**src/rtl/first_fit_block_chain_allocator_defines.svh**
```systemverilog
// assertion macros for the block chain allocator
`ifndef FIRST_FIT_BLOCK_CHAIN_ALLOCATOR_DEFINES_SVH
`define FIRST_FIT_BLOCK_CHAIN_ALLOCATOR_DEFINES_SVH
`ifndef SYNTHESIS
`define FFBCA_ASSERT_SAME(lbl, cond, prop) \
    lbl: assert property (@(posedge clk) disable iff (!rst_n) (cond) |-> (prop)) \
        else $error("assertion failed");
`define FFBCA_ASSERT_NEXT(lbl, cond, prop) \
    lbl: assert property (@(posedge clk) disable iff (!rst_n) (cond) |=> (prop)) \
        else $error("assertion failed");
`else
`define FFBCA_ASSERT_SAME(lbl, cond, prop)
`define FFBCA_ASSERT_NEXT(lbl, cond, prop)
`endif
`endif

```
**src/rtl/ffbca_pkg.sv**
```systemverilog
// shared types, codes and constants of the block chain allocator
package ffbca_pkg;

    localparam int ARENA_PARAGRAPHS_DEF = 4096;
    localparam int FREE_SUM_W = 12;

    localparam logic [2:0] CMD_ALLOC    = 3'd0;
    localparam logic [2:0] CMD_FREE     = 3'd1;
    localparam logic [2:0] CMD_SIZE     = 3'd2;
    localparam logic [2:0] CMD_COALESCE = 3'd3;
    localparam logic [2:0] CMD_REPORT   = 3'd4;

    localparam logic [1:0] ST_OK   = 2'd0;
    localparam logic [1:0] ST_NULL = 2'd1;
    localparam logic [1:0] ST_MISS = 2'd2;

    typedef enum logic [2:0] {
        RES_NONE,
        RES_NULL,
        RES_MISS,
        RES_ALLOC,
        RES_SIZE,
        RES_COAL,
        RES_REPORT
    } res_kind_t;

    typedef enum logic [2:0] {
        WR_NONE,
        WR_ALLOC,
        WR_REMAIN,
        WR_FREE,
        WR_MERGE
    } wr_kind_t;

    typedef struct packed {
        logic [2:0]  command;
        logic [15:0] byte_count;
        logic        take_largest;
        logic [15:0] owner;
        logic [15:0] block_paragraph;
    } req_t;

    typedef struct packed {
        logic [1:0]  status;
        logic [15:0] data_paragraph;
        logic [12:0] size_paragraphs;
        logic        merged_any;
        logic [15:0] free_bytes;
        logic [15:0] largest_free_bytes;
    } res_t;

    typedef struct packed {
        logic      load;
        logic      clr_walk;
        logic      rd;
        logic      step;
        logic      acc;
        logic      set_need;
        logic      cap;
        logic      prev_load;
        wr_kind_t  wr;
        logic      fin;
        res_kind_t kind;
    } dp_cmd_t;

    typedef struct packed {
        logic [2:0] command;
        logic       take;
        logic       zero_bytes;
        logic       null_par;
        logic       adv_ok;
        logic       fit;
        logic       split;
        logic       hit;
        logic       pair_free;
        logic       pass_merged;
    } dp_stat_t;

endpackage

```
**src/rtl/ffbca_ctrl.sv**
```systemverilog
// controller: sequences the chain walks for each request
module ffbca_ctrl (
    input  logic                clk,
    input  logic                rst_n,
    input  logic                start,
    input  ffbca_pkg::dp_stat_t stat,
    output ffbca_pkg::dp_cmd_t  cmd,
    output logic                busy
);
    import ffbca_pkg::*;

    localparam logic [3:0] S_IDLE    = 4'd0;
    localparam logic [3:0] S_DISP    = 4'd1;
    localparam logic [3:0] S_SCAN_RD = 4'd2;
    localparam logic [3:0] S_SCAN_EV = 4'd3;
    localparam logic [3:0] S_NEED    = 4'd4;
    localparam logic [3:0] S_AL_RD   = 4'd5;
    localparam logic [3:0] S_AL_EV   = 4'd6;
    localparam logic [3:0] S_AL_WR2  = 4'd7;
    localparam logic [3:0] S_FD_RD   = 4'd8;
    localparam logic [3:0] S_FD_EV   = 4'd9;
    localparam logic [3:0] S_CO_RD0  = 4'd10;
    localparam logic [3:0] S_CO_EV0  = 4'd11;
    localparam logic [3:0] S_CO_RD   = 4'd12;
    localparam logic [3:0] S_CO_EV   = 4'd13;

    logic [3:0] state_reg;
    logic [3:0] state_next;

    always_comb
    begin
        cmd        = '0;
        cmd.wr     = WR_NONE;
        cmd.kind   = RES_NONE;
        state_next = state_reg;
        unique case (state_reg)
            S_IDLE:
            begin
                if (start)
                begin
                    cmd.load   = 1'b1;
                    state_next = S_DISP;
                end
            end
            S_DISP:
            begin
                cmd.clr_walk = 1'b1;
                priority if (stat.command == CMD_ALLOC)
                begin
                    priority if (!stat.take && stat.zero_bytes)
                    begin
                        cmd.fin    = 1'b1;
                        cmd.kind   = RES_NULL;
                        state_next = S_IDLE;
                    end
                    else if (stat.take)
                    begin
                        state_next = S_SCAN_RD;
                    end
                    else
                    begin
                        cmd.set_need = 1'b1;
                        state_next   = S_AL_RD;
                    end
                end
                else if (stat.command == CMD_FREE || stat.command == CMD_SIZE)
                begin
                    if (stat.null_par)
                    begin
                        cmd.fin    = 1'b1;
                        cmd.kind   = RES_NULL;
                        state_next = S_IDLE;
                    end
                    else
                    begin
                        state_next = S_FD_RD;
                    end
                end
                else if (stat.command == CMD_COALESCE)
                begin
                    state_next = S_CO_RD0;
                end
                else if (stat.command == CMD_REPORT)
                begin
                    state_next = S_SCAN_RD;
                end
                else
                begin
                    cmd.fin    = 1'b1;
                    state_next = S_IDLE;
                end
            end
            S_SCAN_RD:
            begin
                cmd.rd     = 1'b1;
                state_next = S_SCAN_EV;
            end
            S_SCAN_EV:
            begin
                cmd.acc = 1'b1;
                if (stat.adv_ok)
                begin
                    cmd.step   = 1'b1;
                    state_next = S_SCAN_RD;
                end
                else
                begin
                    state_next = S_NEED;
                end
            end
            S_NEED:
            begin
                if (stat.command == CMD_REPORT)
                begin
                    cmd.fin    = 1'b1;
                    cmd.kind   = RES_REPORT;
                    state_next = S_IDLE;
                end
                else
                begin
                    cmd.set_need = 1'b1;
                    cmd.clr_walk = 1'b1;
                    state_next   = S_AL_RD;
                end
            end
            S_AL_RD:
            begin
                cmd.rd     = 1'b1;
                state_next = S_AL_EV;
            end
            S_AL_EV:
            begin
                cmd.cap = 1'b1;
                priority if (stat.fit)
                begin
                    cmd.wr = WR_ALLOC;
                    if (stat.split)
                    begin
                        state_next = S_AL_WR2;
                    end
                    else
                    begin
                        cmd.fin    = 1'b1;
                        cmd.kind   = RES_ALLOC;
                        state_next = S_IDLE;
                    end
                end
                else if (stat.adv_ok)
                begin
                    cmd.step   = 1'b1;
                    state_next = S_AL_RD;
                end
                else
                begin
                    cmd.fin    = 1'b1;
                    cmd.kind   = RES_MISS;
                    state_next = S_IDLE;
                end
            end
            S_AL_WR2:
            begin
                cmd.wr     = WR_REMAIN;
                cmd.fin    = 1'b1;
                cmd.kind   = RES_ALLOC;
                state_next = S_IDLE;
            end
            S_FD_RD:
            begin
                cmd.rd     = 1'b1;
                state_next = S_FD_EV;
            end
            S_FD_EV:
            begin
                priority if (stat.hit)
                begin
                    cmd.fin    = 1'b1;
                    state_next = S_IDLE;
                    if (stat.command == CMD_FREE)
                    begin
                        cmd.wr = WR_FREE;
                    end
                    else
                    begin
                        cmd.kind = RES_SIZE;
                    end
                end
                else if (stat.adv_ok)
                begin
                    cmd.step   = 1'b1;
                    state_next = S_FD_RD;
                end
                else
                begin
                    cmd.fin    = 1'b1;
                    cmd.kind   = RES_MISS;
                    state_next = S_IDLE;
                end
            end
            S_CO_RD0:
            begin
                cmd.rd     = 1'b1;
                state_next = S_CO_EV0;
            end
            S_CO_EV0:
            begin
                cmd.prev_load = 1'b1;
                priority if (stat.adv_ok)
                begin
                    cmd.step   = 1'b1;
                    state_next = S_CO_RD;
                end
                else if (stat.pass_merged)
                begin
                    cmd.clr_walk = 1'b1;
                    state_next   = S_CO_RD0;
                end
                else
                begin
                    cmd.fin    = 1'b1;
                    cmd.kind   = RES_COAL;
                    state_next = S_IDLE;
                end
            end
            S_CO_RD:
            begin
                cmd.rd     = 1'b1;
                state_next = S_CO_EV;
            end
            S_CO_EV:
            begin
                if (stat.pair_free)
                begin
                    cmd.wr = WR_MERGE;
                end
                else
                begin
                    cmd.prev_load = 1'b1;
                end
                priority if (stat.adv_ok)
                begin
                    cmd.step   = 1'b1;
                    state_next = S_CO_RD;
                end
                else if (stat.pass_merged || stat.pair_free)
                begin
                    cmd.clr_walk = 1'b1;
                    state_next   = S_CO_RD0;
                end
                else
                begin
                    cmd.fin    = 1'b1;
                    cmd.kind   = RES_COAL;
                    state_next = S_IDLE;
                end
            end
            default:
            begin
                state_next = S_IDLE;
            end
        endcase
    end

    always_ff @(posedge clk or negedge rst_n)
    begin
        if (!rst_n)
        begin
            state_reg <= S_IDLE;
        end
        else
        begin
            state_reg <= state_next;
        end
    end

    assign busy = (state_reg != S_IDLE);
endmodule

```
**config.mk**
```make
export PLATFORM = sky130hd
export DESIGN_NAME = ffbca_ctrl
export DESIGN_NICKNAME = d
export VERILOG_FILES = /design/src/rtl/first_fit_block_chain_allocator_defines.svh /design/src/rtl/ffbca_pkg.sv /design/src/rtl/ffbca_ctrl.sv
export SDC_FILE = /design/constraint.sdc
export NUM_CORES = 1
export LEC_CHECK = 0
export BUFFER_PORTS_ARGS = -buffer_cell sky130_fd_sc_hd__buf_4
export CAP_MARGIN = 20
export CORE_MARGIN = 5
export CORE_UTILIZATION = 46
export DETAILED_ROUTE_END_ITERATION = 12
export HOLD_SLACK_MARGIN = 0.03
export PLACE_DENSITY = 0.76
export SLEW_MARGIN = 30
export SYNTH_ARGS = -nofsm -noshare
export SYNTH_HDL_FRONTEND = slang
export SYNTH_SLANG_ARGS = --single-unit
export TNS_END_PERCENT = 100
```
**constraint.sdc**
```tcl
create_clock -name clk -period 1.9 [get_ports clk]
set_clock_uncertainty 0.1 [all_clocks]
set_input_delay 0.19 -clock clk [delete_from_list [all_inputs] [get_ports clk]]
set_output_delay 0.19 -clock clk [all_outputs]
set_load 0.05 [all_outputs]
```
# == Word-level counts from Yosys, hierarchy flattened ==
# Cells that the tools add are included.
# Widths: inputs -> output; s select.
# word_totals
latch_bits,0
in_bits,15
out_inout_bits,16
mem_bits_ro,0
regBits,4
elab_cells,91
ram_bits,0
n_memories,0
# classes
addsub,0
div,0
shift,0
bitwise_logic,0
eq_ne,18
mul,0
order_cmp,0
n_reduce_logical,9
mux,63
# ops
cell,count
$mux 4,24
$pmux 4 s13,1
$mux 3,10
$pmux 4 s7,1
$eq 4x4->1 const B,6
$mux 1,20
$eq 4x3->1 const B,4
$pmux 3 s4,1
$eq 4x2->1 const B,2
$eq 3x2->1 const B,2
$reduce_or 5->1,1
$eq 4x1->1 const B,1
$logic_not 4->1,1
$mux 2,2
$pmux 1 s2,2
$pmux 1 s4,1
$reduce_bool 4->1,1
$eq 3x1->1 const B,1
$eq 3x3->1 const B,1
$logic_not 3->1,1
$pmux 1 s3,1
$reduce_or 3->1,1
$logic_or 1x1->1,2
$ne 2x2->1 const B,1
2 further kinds,2

# == Logic depth before layout (Yosys ltp) ==
# Gate-level depths: netlist of the first run.
# logic_depth
ltp_word,6
mapped_depth,6
ltp_nobuf,4

# == Worst setup path before layout of the first run ==
# OpenSTA, ideal clock, no wires.
# synth_timing
kind,reg-to-output
from,reg state_reg[0]
to,out cmd[1] in the netlist's numbering
t_required_ns,1.610
n_path_buf,2
slack_ns,-0.828
arrival_time_ns,2.438
path_stages_with_launch,5
path_cell_list,dfrtp_1 buf_2 buf_2 nand2_1 o41ai_1
# synth_lines
item,line_no,text
from (decl),ffbca_ctrl.sv:27,logic [3:0] state_reg;
from (signal assigned),ffbca_ctrl.sv:271,state_reg <= state_next;
to (decl),ffbca_ctrl.sv:7,"output ffbca_pkg::dp_cmd_t cmd,"

==> results of run 1 <==
-- area by class of cell --
class,instances,area (um^2),area share [%]
Timing Repair Buffer,57,487,35.2
Multi-Input combinational cell,100,733,53.0
Inverter,4,15.0,1.09
Tap cell,17,21.3,1.54
Clock buffer,3,22.5,1.63
Sequential cell,4,104,7.51
-- worst min path at each step --
stage	start	endpoint	depth (start not counted)
after detailed placement	rst_n	state_reg[0]	1
final	rst_n	state_reg[2]	2
after CTS	rst_n	state_reg[2]	2
after floorplan	rst_n	state_reg[0]	0
after global routing	rst_n	state_reg[2]	2
after global placement	rst_n	state_reg[3]	1
-- where the power goes --
part / total, mW / switching [mW] / leakage [nW] / internal, mW
registers: 0.194 / 0.0638 / 0.0476 / 0.130
logic: 1.87 / 1.09 / 0.552 / 0.789
clock network: 0.107 / 0.0361 / 0.0138 / 0.0707
total: 2.17 / 1.19 / 0.613 / 0.990
-- repair_timing --
item                                    4_1_cts  5_1_grt
endpoints found under the setup margin       11       12
setup buffers                                 7        3
endpoints found under the hold margin         4        0
resized for setup                            24       10
pin swaps                                     9        3
hold buffers                                  1        0
-- worst reg2reg max path, stage by stage, from the launching register on --
cell and delay (ps):
dfrtp_2 400, buf_4 190, nand2_4 60, or2_1 280, buf_4 170, or3_1 370
nand4b_1 140
-- layer usage --
metal / global-route usage, % / routed length, um / up-vias
li1: - / - / 525
met1: 26.7 / 1350 / 551
met2: 49.6 / 1650 / 72
met3: 1.72 / 232 / 16
met4: 8.73 / 112 / 0
met5: 0 / 0 / -
-- placed cells by master (no fill, tap or decap), drive strengths merged, types with 2 or more instances in the layout --
cell type	n
a21oi	5
and3	2
buf	56
clkbuf	3
dfrtp	4
inv	4
nand2	15
nand2b	6
nand3	4
nor2	12
nor2b	5
nor3	5
nor4	3
o211ai	3
o21ai	10
o22a	2
o22ai	2
or2	2
or3	2
-- logic make-up (layout without fill, tap and decap cells) --
kind of cell    count (synthesis)  in the layout
simple gates                   64             64
compound gates                 33             33
buf+inv                        17             64
flops                           4              4
xor+xnor                        2              2
mux                             1              1
==> impl_metrics.tcl, run 1 <==
set metrics [dict create \
    place_area_um2 1160 \
    ant_nets 0 \
    hold-worst-slack_ps 178 \
    ios 31 \
    routedWlPerCell_um 18.1 \
    status "complete, but fails checks" \
    routed_wl_mm 3.35 \
    p_leak_nw 0.613 \
    dpl.hpwl_mm 2.11 \
    endpoint "cmd[11]" \
    async_reset_ff_share_pct 100 \
    dpl.cell_count 171 \
    cap_violations 0 \
    place_congestion 0.926 \
    synth-compound-area-share_pct 27.4 \
    r2r_start "state_reg[1]" \
    synth_common_cells "14 x nand2_1, 12 x nor2_1, 10 x o21ai_0" \
    worst_slew_margin_rel_pct 78.0 \
    drive_gt1_share_pct 51.2 \
    synth-simple-area-share_pct 46.1 \
    start_util_pct 47.3 \
    largest_reg_flops 4 \
    yosysMostFrequentCell "nand2_1" \
    crit_slowest_cell "dfrtp_2" \
    crit_path_end_kind "primary output" \
    h-tree-depth 1 \
    num_vias 1164 \
    rrSetupSlack_ps 100 \
    track_usage_pct 24.8 \
    reg2regPathDepth 6 \
    drt_iter0_markers 53 \
    post-place-ws_ps -12.3 \
    grt_pass1_vias 1115 \
    ys_seq_area_share_pct 12.5 \
    synth.avg_cell_area_um2 6.60 \
    drt_first_pass_iters 4 \
    synth_edf_count 0 \
    clock_path_buffers 2 \
    fin_util_pct 81.9 \
    min_path_type "in2async" \
    core_um2 1690 \
    tns_ps -855 \
    synthAdderAreaFrac_pct 0 \
    synth_nets 136 \
    slowest_delay_ps 440 \
    die_h_um 51.7 \
    antenna_cells 0 \
    path_delay_family "buffers and inverters" \
    fin_ws_ps -146 \
    ir_drop_uv 968 \
    cts_tree "done" \
    arrival_ps 1760 \
    viasPerCell 6.29 \
    synth_top_area_share_pct 12.5 \
    synth_ff_type "dfrtp_1" \
    yosysWarningCount 0 \
    area_delta_synth_final_pct 73.2 \
    clk_latency_ps 240 \
    period_share_pct 108 \
    synth_largest_area_cell "dfrtp_1" \
    fill_cells 109 \
    critPathBufInv 3 \
    path_cells "buf_4 > buf_8 > nor4_4 > o21ai_2 > a21oi_2 > buf_6" \
    nets 185 \
    grt_first_pass_wirelength_mm 5.01 \
    rsz0062_at_grt "true" \
    crit_cells 6 \
    finalNonFillerCells 185 \
    row_count 15 \
    port_buffers 30 \
    synth_top_family_by_area "simple AND/OR/NAND/NOR gates" \
    die_w_um 51.7 \
    path_clk_slew_ps 40 \
    power_mw 2.17 \
    tightest_slew_ps 327 \
    slew_viol_final 0 \
    violations "negative setup slack" \
    drc_errors 0 \
    synthesis.area_um2 798 \
    synth_area_leaders "dfrtp_1 13%, nand2_1 6.6%, o21ai_0 6.3%" \
    ys_types 46 \
    setup_viol 10 \
    synthMuxAreaShare_pct 1.25 \
    design_area_um2 1380 \
    grt-ovfl-total 0 \
    synth_xor_area_share_pct 2.19 \
    powerDensity_nw_per_um2 1570 \
    r2r-end "state_reg[2]" \
    cp_max_fo 16 \
    fin_crit_ps 2050 \
    synth_seq_cells 4 \
    crit_start "state_reg[0]" \
    grt_max_degree 17 \
    startpoint_type "flip-flop" \
    cts_root_buf "clkbuf_4" \
    die_area_um2 2670 \
    criticalPathCategory "reg2out" \
    cts-buffers-inserted 3 \
    cts.sinks 4 \
    syn_inst 121 \
    timing.fmax_mhz 489 \
    antenna_found_initial 0 \
    crit_required_ps 1610 \
    finalHoldViolCount 0 \
]
Power figures use the tool's default switching activity.
==> inputs of run 2 (changes only) <==
CAP_MARGIN = default   (was 20)
CORE_UTILIZATION = 43   (was 46)
PLACE_DENSITY = 0.75   (was 0.76)
clock period = 1.7 ns   (was 1.9 ns; I/O delays follow)
==> run 2 against run 1 <==
Net effect:
- the run now fails in global routing (5_1_grt)
- synthesized area unchanged
- synthesized cell count unchanged
==> impl_metrics.tcl, run 2 <==
set metrics [dict create \
    worst-ep-kind "output port" \
    die_h_um 53.1 \
    synth_ff_type "dfrtp_1" \
    start_util_pct 45.7 \
    cts.sinks 4 \
    synth_top_area_share_pct 12.5 \
    synth.avg_cell_area_um2 6.60 \
    synthMuxAreaShare_pct 1.25 \
    synth_largest_area_cell "dfrtp_1" \
    synth_seq_cells 4 \
    cts-buffers-inserted 3 \
    ys_seq_area_share_pct 12.5 \
    ios 31 \
    status "did not finish" \
    synth_top_family_by_area "simple AND/OR/NAND/NOR gates" \
    yosysWarningCount 0 \
    post-place-ws_ps -182 \
    cts_root_buf "clkbuf_4" \
    synth_common_cells "14 x nand2_1, 12 x nor2_1, 10 x o21ai_0" \
    synth_nets 136 \
    synth-simple-area-share_pct 46.1 \
    grt_max_degree 15 \
    place_congestion 0.900 \
    dpl.hpwl_mm 2.22 \
    synth_xor_area_share_pct 2.19 \
    error "[ERROR DPL-0038] Utilization greater than 100%, impossible to legalize" \
    syn_inst 121 \
    synthesis.area_um2 798 \
    yosysMostFrequentCell "nand2_1" \
    worst_endpoint "cmd[2]" \
    die_w_um 53.1 \
    clock_path_buffers 2 \
    failed_stage "global routing (5_1_grt)" \
    async_reset_ff_share_pct 100 \
    synth_area_leaders "dfrtp_1 13%, nand2_1 6.6%, o21ai_0 6.3%" \
    synth-compound-area-share_pct 27.4 \
    port_buffers 30 \
    synth_edf_count 0 \
    synthAdderAreaFrac_pct 0 \
    row_count 15 \
    ys_types 46 \
    h-tree-depth 1 \
]
==> run 2: cell counts after synthesis <==
No cell type changed its count.
==> run 2: what timing repair did <==
action / 4_1_cts
pin swaps: 8
endpoints found under the setup margin: 19
hold endpoints to repair: 4
hold buffers: 1
resized for setup: 42
buffers inserted: 12
==> run 2: kinds of logic after synthesis <==
family / Yosys count
flip-flops: 4
AO/OA/AOI/OAI: 33
AND/OR/NAND/NOR: 64
buffers and inverters: 17
XOR/XNOR: 2
multiplexers: 1
==> run 2: metrics by stage <==
stage | util [%] | std cells | cell area (um^2) | setup TNS [ps]
4_1_cts | 91.7 | 206 | 1600 | -2570
3_5_place_dp | 76.2 | 190 | 1330 | -1400
3_3_place_gp | 76.2 | 190 | 1330 | -702
2_1_floorplan | - | 121 | 942 | -1020
==> inputs of run 3 (changes only) <==
CORE_AREA = 5 5 66 68   (was default)
CORE_MARGIN = default   (was 5)
CORE_UTILIZATION = default   (was 43)
DIE_AREA = 0 0 71 73   (was default)
HOLD_SLACK_MARGIN = default   (was 0.03)
PLACE_DENSITY = default   (was 0.75)
PLACE_DENSITY_LB_ADDON = 0.15   (was default)
clock period = 2.2 ns   (was 1.7 ns; I/O delays follow)
==> run 3 against run 2 <==
Net effect:
- the run now ends clean
==> impl_metrics.tcl, run 3 (same netlist as run 1, synthesis figures left out) <==
set metrics [dict create \
    status "complete, no violations" \
    cts_root_buf "clkbuf_8" \
    hold-worst-slack_ps 238 \
    drive_gt1_share_pct 37.7 \
    period_share_pct 95.8 \
    nets 171 \
    grt_first_pass_wirelength_mm 4.67 \
    finalHoldViolCount 0 \
    die_w_um 71 \
    mostFrequentLayoutCell "buf_4" \
    ant_nets 0 \
    grt_pass1_vias 1016 \
    area_delta_synth_final_pct 50.3 \
    path_clk_slew_ps 30 \
    p_leak_nw 0.531 \
    drt_first_pass_iters 4 \
    powerDensity_nw_per_um2 1310 \
    core_um2 3800 \
    start_util_pct 21.0 \
    finalNonFillerCells 204 \
    place_congestion 0.836 \
    cts.sinks 4 \
    slew_viol_final 0 \
    setup_viol 0 \
    startpoint_type "flip-flop" \
    grt-ovfl-total 0 \
    place_area_um2 1110 \
    crit_path_end_kind "primary output" \
    h-tree-depth 1 \
    criticalPathCategory "reg2out" \
    register_area_um2 104 \
    clock_path_buffers 2 \
    layout_common_cells "42 x buf_4, 14 x nand2_1, 12 x nor2_1, 9 x o21ai_0, 6 x nand2b_1" \
    antenna_found_initial 0 \
    dpl.hpwl_mm 2.29 \
    viasPerCell 4.89 \
    antenna_cells 0 \
    worst_slew_margin_rel_pct 80.5 \
    die_h_um 73 \
    cap_violations 0 \
    fill_cells 442 \
    design_area_um2 1200 \
    clk_latency_ps 220 \
    multi_input_area_um2 652 \
    crit_required_ps 1880 \
    grt_max_degree 14 \
    largest_reg_flops 4 \
    fin_crit_ps 2110 \
    min_path_type "in2async" \
    port_buffers 30 \
    routed_wl_mm 2.85 \
    tns_ps 0 \
    cts-buffers-inserted 3 \
    drt_iter0_markers 78 \
    row_count 23 \
    num_vias 997 \
    ir_drop_uv 339 \
    arrival_ps 1790 \
    die_area_um2 5180 \
    dpl.cell_count 197 \
    ios 31 \
    track_usage_pct 11.1 \
    tightest_slew_ps 291 \
    cts_tree "done" \
    reg2regPathDepth 5 \
    drc_errors 0 \
    routedWlPerCell_um 13.9 \
    cp_max_fo 11 \
    fin_util_pct 31.6 \
    timing.fmax_mhz 474 \
]
run 3: path summary, 6_finish.rpt:
kind / to / start / slack, ps
min: state_reg[0] / rst_n / 240
max reg2reg: state_reg[1] / state_reg[3] / 320
max in group asynchronous: state_reg[2] / rst_n / 1650
max: cmd[2] / state_reg[1] / 90
min reg2reg: state_reg[1] / state_reg[2] / 580
min in group clk: state_reg[0] / start / 250
run 3: repair_timing:
item,4_1_cts,5_1_grt
setup buffers,0,3
hold buffers,1,0
hold endpoints to repair,4,0
resized for setup,3,3
setup endpoints to repair,5,4
run 3: through the flow:
| step | setup WS, ps | total power, mW |
|---|---|---|
| 2_1_floorplan | 6.07 | 1.03 |
| 3_3_place_gp | 212 | 1.37 |
| 3_5_place_dp | 190 | 1.37 |
| 4_1_cts | 59.7 | 1.54 |
| 5_1_grt | -0.774 | 1.68 |
| 6_report | 92.1 | 1.57 |
run 3: worst max-delay path, stage by stage, from the launching register on:
cell,delay [ps]
dfrtp_2,500
buf_4,180
and4bb_2,280
nand2_1,90
o21a_1,110
o221ai_1,170
buf_4,230
run 3: layout make-up:
cell class / instances / share of cell area (%)
Clock buffer: 3 / 3.44
Inverter: 4 / 1.25
Multi-Input combinational cell: 100 / 54.3
Sequential cell: 4 / 8.65
Tap cell: 50 / 5.21
Timing Repair Buffer: 43 / 27.1
run 3: where the power goes:
| part | switching (mW) | internal, mW | leakage (nW) |
|---|---|---|---|
| combinational | 0.747 | 0.465 | 0.461 |
| sequential | 0.0973 | 0.112 | 0.0476 |
| clock | 0.0362 | 0.116 | 0.0216 |
run 3: metal layers:
layer	share of wire (%)	wire length (um)	vias up	GRT usage (%)
li1	-	-	503	-
met1	45	1270	456	14.2
met2	47	1340	34	18.8
met3	6.8	193	4	1.65
met4	1.3	38	0	3.97
met5	0	0	-	0
==> inputs of run 4 (changes only) <==
CTS_BUF_LIST = sky130_fd_sc_hd__clkbuf_16   (was default)
==> run 4 against run 3 <==
Net effect:
- power increased by 8.2%
- critical endpoint unchanged
- utilization increased by 0.89 points
- non-clock buffer count unchanged
- critical path type unchanged
- die area unchanged
==> impl_metrics.tcl, run 4 (same netlist as run 1, synthesis figures left out) <==
set metrics [dict create \
    wl_met2_mm 1.36 \
    drt_first_pass_iters 4 \
    path_clk_slew_ps 30 \
    path_cells "buf_4 > and4bb_2 > nand2_1 > o21a_1 > o221ai_1 > buf_4" \
    grt_pass1_vias 1014 \
    drive_gt1_share_pct 37.7 \
    cts_tree "done" \
    die_area_um2 5180 \
    crit_slowest_cell "dfrtp_2" \
    crit_path_end_kind "primary output" \
    grt-ovfl-total 0 \
    cap_violations 0 \
    track_usage_pct 11.2 \
    num_vias 992 \
    die_w_um 71 \
    core_um2 3800 \
    p_leak_nw 0.546 \
    cts_root_buf "clkbuf_16" \
    setup_viol 0 \
    port_buffers 30 \
    slew_viol_final 0 \
    fin_ws_ps 85.5 \
    timing.fmax_mhz 473 \
    clk_latency_ps 220 \
    ant_nets 0 \
    powerDensity_nw_per_um2 1380 \
    grt_max_degree 14 \
    clock_path_buffers 2 \
    largest_reg_flops 4 \
    dpl.hpwl_mm 2.29 \
    status "complete, no violations" \
    layout_common_cells "42 x buf_4, 14 x nand2_1, 12 x nor2_1, 9 x o21ai_0, 6 x nand2b_1" \
    die_h_um 73 \
    startpoint_type "flip-flop" \
    start_util_pct 21.0 \
    viasPerCell 4.86 \
    power_mw 1.70 \
    highest_layer "met4" \
    fin_crit_ps 2110 \
    nets 171 \
    row_count 23 \
    tightest_slew_ps 288 \
    h-tree-depth 1 \
    arrival_ps 1790 \
    crit_required_ps 1880 \
    grt_first_pass_wirelength_mm 4.69 \
    cts.sinks 4 \
    drt_iter0_markers 67 \
    post-place-ws_ps 190 \
    finalNonFillerCells 204 \
    drt-met1-wl_mm 1.26 \
    ios 31 \
    routedWlPerCell_um 13.9 \
    cts-buffers-inserted 3 \
    dpl.cell_count 197 \
    wl_met3_um 198 \
    antenna_found_initial 0 \
    cp_max_fo 11 \
    drc_errors 0 \
    antenna_cells 0 \
    mostFrequentLayoutCell "buf_4" \
    worst_slew_margin_rel_pct 80.6 \
    hold-worst-slack_ps 232 \
    finalHoldViolCount 0 \
    period_share_pct 96.1 \
    routed_wl_mm 2.84 \
    place_congestion 0.836 \
    slowest_delay_ps 500 \
    criticalPathCategory "reg2out" \
    area_delta_synth_final_pct 54.5 \
    min_path_type "in2async" \
    ir_drop_uv 360 \
    cpMostUsedCell "buf_4" \
]
## run 4: path summary, 6_finish.rpt
| check | startpoint | end | slack, ps | cells after the start |
|---|---|---|---|---|
| max | state_reg[1] | cmd[2] | 90 | 6 |
| min reg2reg | state_reg[2] | state_reg[1] | 580 | 2 |
| min | rst_n | state_reg[1] | 230 | 2 |
| max in group asynchronous | rst_n | state_reg[2] | 1650 | 2 |
| max reg2reg | state_reg[3] | state_reg[1] | 320 | 5 |
| min in group clk | start | state_reg[0] | 250 | 3 |
## run 4: critical path, delay by kind of cell (launching register included)
| family | cells | cell delay (ps) |
|---|---|---|
| AO/OA/AOI/OAI | 2 | 280 |
| buffers and inverters | 2 | 410 |
| flip-flops | 1 | 500 |
| AND/OR/NAND/NOR | 2 | 370 |
## run 4: final cells by class
| type | instances | area (um^2) |
|---|---|---|
| clock buffers | 3 | 75.1 |
| fillers | 440 | 2560 |
| inverters | 4 | 15.0 |
| multi-input cells | 100 | 652 |
| flip-flops and latches | 4 | 104 |
| well taps | 50 | 62.6 |
| repair buffers | 43 | 325 |
## run 4: power breakdown
part,internal [mW],leakage (nW),total [mW],switching (mW)
registers,0.112,0.0476,0.210,0.0980
logic,0.465,0.461,1.21,0.749
clock network,0.232,0.0370,0.280,0.0478
total,0.809,0.546,1.70,0.895
## run 4: per-layer routing
metal,GRT usage [%],up-vias
met5,0,-
met4,3.34,0
met3,2.48,2
met2,18.8,36
met1,14.3,450
li1,-,504
## run 4: per-stage QoR
step	TNS, ps	cell area [um^2]	util, %
floorplan	0	826	-
global placement	0	1110	29.3
detailed placement	0	1110	29.3
CTS	0	1200	31.6
global route	-6.19	1230	32.5
finish	0	1230	32.5
## run 4: timing repair
| action | 4_1_cts | 5_1_grt |
|---|---|---|
| hold buffers | 1 | 0 |
| buffers inserted | 0 | 3 |
| hold endpoints to repair | 4 | 0 |
| resized for setup | 3 | 3 |
| setup endpoints to repair | 5 | 4 |
| pin swaps | 0 | 1 |
